<file path="src/rtl/lzd_pkg.sv">
// shared types and constants for the lz77 line decoder
package lzd_pkg;

    // default sizes
    localparam int HISTORY_BYTES_DEF    = 8192;
    localparam int BYTES_PER_RESULT_DEF = 8;

    // stream format constants
    localparam logic [4:0]  LOW5_MASK  = 5'h1F;
    localparam logic [2:0]  TOP_LIT    = 3'd0;
    localparam logic [2:0]  TOP_LONG   = 3'd7;
    localparam logic [8:0]  LEN_BIAS   = 9'd2;
    localparam logic [13:0] WPOS_MAX   = 14'd16383;

    // decode phase of the compressed stream
    typedef enum logic [2:0] {
        PH_FIRST_HEADER = 3'd0,
        PH_HEADER       = 3'd1,
        PH_LITERAL      = 3'd2,
        PH_SHORT_OFFSET = 3'd3,
        PH_LONG_LENGTH  = 3'd4,
        PH_LONG_OFFSET  = 3'd5
    } phase_t;

    // sequencer state
    typedef enum logic [1:0] {
        ST_IDLE = 2'd0,
        ST_LIT  = 2'd1,
        ST_ADDR = 2'd2,
        ST_COPY = 2'd3
    } state_t;

    // one decoded byte handed to the packer
    typedef struct packed {
        logic       valid;
        logic [7:0] data;
        logic       last;
        logic       eol;
        logic       bad;
    } pk_push_t;

endpackage

</file>
<file path="src/rtl/lzd_packer.sv">
// packs decoded bytes into result words with an output register
module lzd_packer
    import lzd_pkg::*;
#(
    parameter int BYTES_PER_RESULT = BYTES_PER_RESULT_DEF
) (
    input  logic        clk,
    input  logic        rst_n,
    input  pk_push_t    push,
    output logic        push_ready,
    output logic        out_valid,
    input  logic        out_stall,
    output logic [63:0] out_bytes,
    output logic [3:0]  byte_count,
    output logic        run_last,
    output logic        line_done,
    output logic        bad_reference
);

    localparam logic [2:0] CNT_TOP = 3'(BYTES_PER_RESULT - 1);

    logic [63:0] acc_reg, acc_next;
    logic [2:0]  cnt_reg, cnt_next;
    logic        ov_reg, ov_next;
    logic [63:0] word_reg, word_next;
    logic [3:0]  bc_reg, bc_next;
    logic        last_reg, last_next;
    logic        done_reg, done_next;
    logic        bad_reg, bad_next;
    logic        slot_free;
    logic        closes;
    logic [63:0] merged;

    // accumulate and hand full words, or the last bytes of a run, to the output register
    always_comb
    begin
        slot_free  = !ov_reg || !out_stall;
        closes     = push.last || (cnt_reg == CNT_TOP);
        push_ready = slot_free || !closes;

        merged = acc_reg;
        merged[8*cnt_reg +: 8] = push.data;

        acc_next  = acc_reg;
        cnt_next  = cnt_reg;
        ov_next   = ov_reg && out_stall;
        word_next = word_reg;
        bc_next   = bc_reg;
        last_next = last_reg;
        done_next = done_reg;
        bad_next  = bad_reg;

        if (push.valid && push_ready)
        begin
            if (closes)
            begin
                ov_next   = 1'b1;
                word_next = merged;
                bc_next   = 4'(cnt_reg) + 4'd1;
                last_next = push.last;
                done_next = push.last && push.eol;
                bad_next  = push.bad;
                acc_next  = '0;
                cnt_next  = '0;
            end
            else
            begin
                acc_next = merged;
                cnt_next = cnt_reg + 3'd1;
            end
        end
    end

    // control and accumulator registers
    always_ff @(posedge clk or negedge rst_n)
    begin
        if (!rst_n)
        begin
            acc_reg <= '0;
            cnt_reg <= '0;
            ov_reg  <= 1'b0;
        end
        else
        begin
            acc_reg <= acc_next;
            cnt_reg <= cnt_next;
            ov_reg  <= ov_next;
        end
    end

    // output payload
    always_ff @(posedge clk)
    begin
        word_reg <= word_next;
        bc_reg   <= bc_next;
        last_reg <= last_next;
        done_reg <= done_next;
        bad_reg  <= bad_next;
    end

    assign out_valid     = ov_reg;
    assign out_bytes     = word_reg;
    assign byte_count    = bc_reg;
    assign run_last      = last_reg;
    assign line_done     = done_reg;
    assign bad_reference = bad_reg;

endmodule

</file>
<file path="config.mk">
export PLATFORM = sky130hd
export DESIGN_NAME = lzd_packer
export DESIGN_NICKNAME = d
export VERILOG_FILES = /design/src/rtl/lzd_pkg.sv /design/src/rtl/lzd_packer.sv
export SDC_FILE = /design/constraint.sdc
export NUM_CORES = 1
export LEC_CHECK = 0
export BUFFER_PORTS_ARGS = -buffer_cell sky130_fd_sc_hd__buf_2
export CAP_MARGIN = 30
export CORE_MARGIN = 2
export CORE_UTILIZATION = 50
export CTS_CLUSTER_DIAMETER = 120
export DETAILED_ROUTE_END_ITERATION = 8
export GPL_ROUTABILITY_DRIVEN = 0
export GPL_TIMING_DRIVEN = 0
export PLACE_DENSITY = 0.69
export SLEW_MARGIN = 10
export SYNTH_ARGS = -nofsm -noshare
export SYNTH_HDL_FRONTEND = slang
export SYNTH_SLANG_ARGS = --single-unit
</file>
<file path="constraint.sdc">
create_clock -name clk -period 6.95 [get_ports clk]
set_clock_uncertainty 0.1 [all_clocks]
set_input_delay 1.39 -clock clk [delete_from_list [all_inputs] [get_ports clk]]
set_output_delay 1.39 -clock clk [all_outputs]
set_load 0.02 [all_outputs]
</file>
### Yosys cells after proc, flatten, opt, wreduce, memory -nomap -nowiden

Cells that the tools add are included.
W data, S select, Z words.

* bits in registers: 139
* logic and storage cells: 29

* multiplexer cells: 5
* equal/unequal tests: 1
* shifts and indexed selects: 2
* $add $sub $neg: 3
* reduce and logical (&&, ||, !) cells: 10

Operators with widths (count)
* $bwmux W64: 1
* $mux W64: 1
* $shift A8 B34 Y64 const A: 1
* $shiftx A8 B34 Y64: 1
* $neg A6 Y34: 1
* $add A3 B1 Y4 const B: 1
* $add A3 B1 Y3 const B: 1
* $eq A3 B3 Y1 const B: 1
* $logic_and A1 B1 Y1: 3
* $logic_not A1 Y1: 3
* $logic_or A1 B1 Y1: 3
* $mux W3: 1
* $mux W1: 2
* $reduce_and A2 Y1: 1

### Logic depth before layout (Yosys ltp)

Gate-level depths: netlist of run 1.

* depth after elaboration: 6
* mapped depth: 11
* gate-level depth less buffers: 7

### Worst setup path before layout of run 1

Ideal clock, no wire load.

* path type: input port to flip-flop
* start point: in push[2] (netlist bit)
* end point: reg bad_reg, in the netlist bad_reference (enable)
* required time: 6.349 ns
* data arrival time: 5.095 ns
* stages on the path: 4
* setup slack: 1.254 ns
* setup time: 0.501 ns
* path buffers: 1
* cells stage by stage: o211ai_2 nand2_1 clkbuf_1 nor2_1

* longest elaborated chain between the ends: 5

Ends and longest elaborated chain
* start: declaration: RTL line lzd_packer.sv:9 `input pk_push_t push,`
* $logic_or A1 B1 Y1 *: RTL line lzd_packer.sv:38 `closes = push.last || (cnt_reg == CNT_TOP);`
* $logic_not A1 Y1: RTL line lzd_packer.sv:39 `push_ready = slot_free || !closes;`
* $logic_or A1 B1 Y1: RTL line lzd_packer.sv:39
* $logic_and A1 B1 Y1: RTL line lzd_packer.sv:53 `if (push.valid && push_ready)`
* $reduce_and A2 Y1 (no line) *
* end signal: assignment: RTL line lzd_packer.sv:98 `bad_reg <= bad_next;`
* end: declaration: RTL line lzd_packer.sv:29 `logic bad_reg, bad_next;`

Mark *: on every way between the ends. The rest lies on a longest branch, timed or not.
A chain may end at the register's enable or synchronous reset.

### Worst setup path in the final report of run 1

* start point: in push[2] (netlist bit)
* end point: out push_ready

* longest elaborated chain between the ends: 3

Ends and longest elaborated chain
* $logic_or A1 B1 Y1: RTL line lzd_packer.sv:38
* $logic_not A1 Y1: RTL line lzd_packer.sv:39
* $logic_or A1 B1 Y1: RTL line lzd_packer.sv:39
* end: declaration: RTL line lzd_packer.sv:10 `output logic push_ready,`

No other way between the ends.

==> results of run 1 <==
power breakdown:
part	internal, µW	leakage, µW	switching (µW)
sequential	904	0.00163	17.3
combinational	78.6	0.00109	199
clock	644	0.000308	335
total	1630	0.00303	551
worst paths after layout:
path / slack [ps] / cells past startpoint / to
worst max-delay path: 3300 / 3 / push_ready
worst min-delay path: 390 / 2 / acc_reg[25]
worst max register to register: 3770 / 9 / out_bytes[2]
worst min register to register: 390 / 2 / acc_reg[25]
max in group asynchronous: 5380 / 2 / acc_reg[22]
min in group asynchronous: 820 / 1 / acc_reg[29]
stage by stage:
stage	setup WS, ps	cells	hold slack [ps]
global placement	3.66	719	361
global route	3270	754	402
detailed placement	3320	722	373
floorplan	1250	491	350
finish	3300	754	386
CTS	3320	754	388
area by class of cell:
class,instances,area (µm²),area share (%)
tap,143,179,2.47
clock buffer,20,447,6.17
inverter,17,63.8,0.881
buffer,25,113,1.55
multi-input combinational,310,1910,26.4
clock inverter,12,196,2.71
sequential,139,3830,52.9
timing repair buffer,88,495,6.84
metal layers:
metal  routed length (µm)  GRT usage [%]
met1                 5680           29.8
met2                 6840           36.9
met3                  882           5.25
met4                  215           8.21
met5                    0              0
tightest hold or removal path, delay by kind of cell, from the launching register on:
kind | cells | cell delay (ps)
and+or+nand+nor | 1 | 50
DFF | 1 | 340
AOI/OAI and AO/OA | 1 | 60
cells by family after synthesis:
family,after synthesis
adder cells (fa/ha/maj),7
buffers and inverters,42
AO/OA/AOI/OAI,111
flip-flops,139
AND/OR/NAND/NOR,167
multiplexers,25
cell usage in the layout (no fill, tap or decap), types with 4 or more instances in the layout:
| cell | Yosys | final |
|---|---|---|
| bufinv_16 | 0 | 5 |
| nand3_1 | 34 | 34 |
| and2_1 | 7 | 7 |
| clkbuf_16 | 0 | 17 |
| buf_2 | 7 | 91 |
| inv_1 | 17 | 17 |
| a22o_1 | 22 | 22 |
| mux2_2 | 22 | 22 |
| ha_1 | 7 | 7 |
| nand2b_1 | 6 | 6 |
| o21ai_0 | 60 | 60 |
| o211ai_2 | 4 | 4 |
| nand2_1 | 86 | 86 |
| clkbuf_1 | 13 | 15 |
| or3_1 | 8 | 8 |
| dfrtp_1 | 68 | 68 |
| nor2_1 | 13 | 12 |
| o2bb2ai_1 | 15 | 15 |
| edfxtp_1 | 71 | 71 |
==> impl_metrics.env, run 1 <==
export IMPL_outcome="finished clean"
export IMPL_portBuffers=85
export IMPL_ys_seq_area_share_pct=64.8
export IMPL_design_power_total_uw=2180
export IMPL_hpwl_um=9180
export IMPL_cts_setup_buffers=0
export IMPL_synth_top_area_share_pct=36.0
export IMPL_clk_pin_slew_ps=60
export IMPL_synth_most_common_cell="nand2_1"
export IMPL_wl_um=13600
export IMPL_setup_tns_ps=0
export IMPL_nets=620
export IMPL_yosysWarnings=0
export IMPL_cp_cell_sequence="buf_2 -> o211ai_2 -> buf_2"
export IMPL_numCtsBuffers=17
export IMPL_synth_simple_area_share_pct=13.1
export IMPL_grt_total_usage_pct=22.6
export IMPL_cts_hold_buf=0
export IMPL_drcViolationCount=0
export IMPL_clock_latency_ps=420
export IMPL_tightest_slew_ps=613
export IMPL_finalCritPeriodShare_pct=52.5
export IMPL_ys_ff_latch=139
export IMPL_globalRouteOverflowTotal=0
export IMPL_coreArea_mm2=0.0115
export IMPL_pin_count=88
export IMPL_cts_htree_levels=4
export IMPL_synth_area_per_cell_um2=12.1
export IMPL_layout_drive_gt1_share_pct=26.4
export IMPL_pwr_density_cell_mw_per_mm2=301
export IMPL_grt_pass1_vias=4324
export IMPL_arrival_ps=2160
export IMPL_start_util_pct=51.6
export IMPL_synthesis_nets=513
export IMPL_utilization_pct=63.2
export IMPL_syn_inst=491
export IMPL_netlist_area_mm2=0.00592
export IMPL_antennaDiodeCount=0
export IMPL_dieArea_mm2=0.0127
export IMPL_worstSetupStartpoint="push[2]"
export IMPL_synthMuxAreaShare_pct=4.69
export IMPL_reg2reg_from="cnt_reg[0]"
export IMPL_die_w_um=113
export IMPL_grt_pass1_wl_um=22100
export IMPL_crit_buf_inv=2
export IMPL_ys_types=34
export IMPL_post_cts_resized=0
export IMPL_finalMaxSlewViolations=0
export IMPL_area_delta_synth_final_pct=22.4
export IMPL_cts_path_max_buffers=2
export IMPL_max_stage_delay_ps=380
export IMPL_hp_start="acc_reg[25]"
export IMPL_max_freq_mhz=274
export IMPL_leakage_uw=0.00303
export IMPL_wl_per_cell_um=18.1
export IMPL_synth_xor_area_share_pct=0
export IMPL_drt_initial_drc_count=299
export IMPL_synth_area_leaders="edfxtp_1, dfrtp_1, nand2_1, o21ai_0, mux2_2"
export IMPL_hp_class="flip-flop to flip-flop"
export IMPL_crit_required_ps=5460
export IMPL_synth_edff_count=71
export IMPL_path_class="input port to output port"
export IMPL_maxCapViolCount=0
export IMPL_synth_area_leader_cell="edfxtp_1"
export IMPL_vdd_ir_drop_max_mv=0.152
export IMPL_antenna_found_initial=0
export IMPL_first_pass_iters=4
export IMPL_via_per_inst=5.67
export IMPL_synthAdderAreaFrac_pct=1.48
export IMPL_grt_start_max_net_pins=37
export IMPL_synth_compound_area_share_pct=12.9
export IMPL_cp_max_fo=6
export IMPL_cp_common_cell="buf_2"
export IMPL_design_area_mm2=0.00724
export IMPL_ant_nets=0
export IMPL_slowest_stage="o211ai_2"
export IMPL_cts_root_buf="clkbuf_16"
export IMPL_setup_viol=0
export IMPL_num_rows=39
export IMPL_clock_sinks=139
export IMPL_fin_crit_ps=3650
export IMPL_n_fill_cell=883
export IMPL_die_h_um=113
export IMPL_dpl_cell_area_mm2=0.00660
export IMPL_async_reset_ff_share_pct=48.9
export IMPL_start_kind="input port"
export IMPL_vias=4278
export IMPL_synth_top_family_by_area="simple AND/OR/NAND/NOR gates"
export IMPL_hold_viol_final=0
export IMPL_rsz0062_at_grt="no"
export IMPL_crit_path_end_kind="output port"
export IMPL_ys_flop_type="edfxtp_1"
export IMPL_slew_headroom_pct=59.0
export IMPL_critPathTopFamily="buffers and inverters"
export IMPL_ys_top_cells_by_count="nand2_1, edfxtp_1, dfrtp_1, o21ai_0, nand3_1"
export IMPL_cts_tree="built"
Power figures use the tool's default switching activity.
==> run 2: changes to the inputs <==
==> constraint.sdc (replaced) <==
create_clock -name clk -period 3.4 [get_ports clk]
set_clock_uncertainty 0.1 [all_clocks]
set_input_delay 0.68 -clock clk [delete_from_list [all_inputs] [get_ports clk]]
set_output_delay 0.68 -clock clk [all_outputs]
set_load 0.02 [all_outputs]
==> impl_metrics.env, run 2 (synthesis gave the netlist of run 1 again) <==
export IMPL_layout_drive_gt1_share_pct=26.8
export IMPL_crit_required_ps=3410
export IMPL_pwr_density_cell_mw_per_mm2=609
export IMPL_area_delta_synth_final_pct=22.2
export IMPL_hpwl_um=9160
export IMPL_crit_path_end_kind="flip-flop"
export IMPL_clock_latency_ps=420
export IMPL_grt_pass1_wl_um=22000
export IMPL_die_w_um=113
export IMPL_start_util_pct=51.6
export IMPL_worstSetupStartpoint="cnt_reg[1]"
export IMPL_cts_root_buf="clkbuf_16"
export IMPL_finalCritPeriodShare_pct=93.9
export IMPL_design_area_mm2=0.00723
export IMPL_grt_total_usage_pct=22.6
export IMPL_cts_htree_levels=4
export IMPL_max_freq_mhz=313
export IMPL_vias=4247
export IMPL_ant_nets=0
export IMPL_outcome="finished clean"
export IMPL_dieArea_mm2=0.0127
export IMPL_vdd_ir_drop_max_mv=0.384
export IMPL_cp_max_fo=30
export IMPL_drcViolationCount=0
export IMPL_clock_sinks=139
export IMPL_final_common_cell="buf_2"
export IMPL_nets=620
export IMPL_cp_endpoint="out_bytes[26]"
export IMPL_wl_um=13600
export IMPL_num_rows=39
export IMPL_utilization_pct=63.0
export IMPL_r2r_end="out_bytes[26]"
export IMPL_die_h_um=113
export IMPL_numCtsBuffers=17
export IMPL_antenna_found_initial=0
export IMPL_preCtsSetupSlack_ps=275
export IMPL_r2r_slack_ps=210
export IMPL_via_per_inst=5.63
export IMPL_start_kind="flip-flop"
export IMPL_fin_crit_ps=3190
export IMPL_tightest_slew_ps=671
export IMPL_wl_per_cell_um=18.0
export IMPL_antennaDiodeCount=0
export IMPL_coreArea_mm2=0.0115
export IMPL_leakage_uw=0.00303
export IMPL_globalRouteOverflowTotal=0
export IMPL_setup_viol=0
export IMPL_arrival_ps=3200
export IMPL_clk_pin_slew_ps=60
export IMPL_slew_headroom_pct=55.2
export IMPL_dp_cells=722
export IMPL_maxCapViolCount=0
export IMPL_first_pass_iters=5
export IMPL_rr_worst_depth=7
export IMPL_pin_count=88
export IMPL_portBuffers=85
export IMPL_layout_common_cells="buf_2, nand2_1, edfxtp_1, dfrtp_1, o21ai_0"
export IMPL_rsz0062_at_grt="no"
export IMPL_path_class="flip-flop to flip-flop"
export IMPL_grt_pass1_vias=4296
export IMPL_cts_hold_buf=0
export IMPL_cts_tree="built"
export IMPL_post_cts_resized=0
export IMPL_drt_initial_drc_count=329
export IMPL_finalMaxSlewViolations=0
export IMPL_cts_setup_buffers=0
export IMPL_hp_class="input port to asynchronous set/reset pin"
export IMPL_dpl_cell_area_mm2=0.00660
export IMPL_grt_start_max_net_pins=39
export IMPL_reg2reg_from="cnt_reg[1]"
export IMPL_cts_path_max_buffers=2
export IMPL_worst_slack_ps=207
export IMPL_instances_no_fill=754
export IMPL_hold_viol_final=0
-- run 2: final cells by class --
| class | instances | area [µm²] |
|---|---|---|
| Multi-Input combinational cell | 310 | 1910 |
| Inverter | 17 | 63.8 |
| Fill cell | 874 | 4240 |
| Clock inverter | 12 | 171 |
| Sequential cell | 139 | 3830 |
| Tap cell | 143 | 179 |
| Clock buffer | 20 | 457 |
| Buffer | 25 | 114 |
| Timing Repair Buffer | 88 | 495 |
-- run 2: report_power, final --
part / internal [µW] / total [µW] / switching (µW)
Combinational: 162 / 571 / 409
Sequential: 1850 / 1880 / 34.9
Clock: 1260 / 1950 / 689
Total: 3270 / 4400 / 1130
-- run 2: metal layers --
| metal | track usage [%] | share of wire [%] | up-vias | routed length (µm) |
|---|---|---|---|---|
| met5 | 0 | 0 | - | 0 |
| met2 | 35.9 | 49 | 125 | 6580 |
| met3 | 5.73 | 5.7 | 24 | 776 |
| li1 | - | - | 1990 | - |
| met4 | 8.62 | 2.2 | 0 | 295 |
| met1 | 30.3 | 44 | 2108 | 5910 |
-- run 2: worst min-delay path by stage --
stage	slack (ps)	depth (start not counted)	start	to
detailed placement	370	2	acc_reg[13]	acc_reg[13]
global placement	360	2	acc_reg[22]	acc_reg[22]
finish	100	1	rst_n	acc_reg[28]
floorplan	280	0	rst_n	acc_reg[0]
global route	120	1	rst_n	acc_reg[62]
CTS	100	1	rst_n	acc_reg[61]
-- run 2: per-stage QoR --
step | hold WS (ps) | total power [µW] | setup TNS [ps]
after CTS | 97.2 | 4430 | 0
final | 96.4 | 4400 | 0
after detailed placement | 372 | 2480 | 0
after global placement | 361 | 2450 | -28230
after global routing | 117 | 4560 | 0
after floorplan | 284 | 2280 | 0
-- run 2: worst max-delay path, stage by stage, from the launching register on --
cell and delay [ps]:
dfrtp_1 490, ha_1 280, ha_1 270, o211ai_2 440
nand2_1 130, clkbuf_1 290, nor2_4 600, buf_12 280
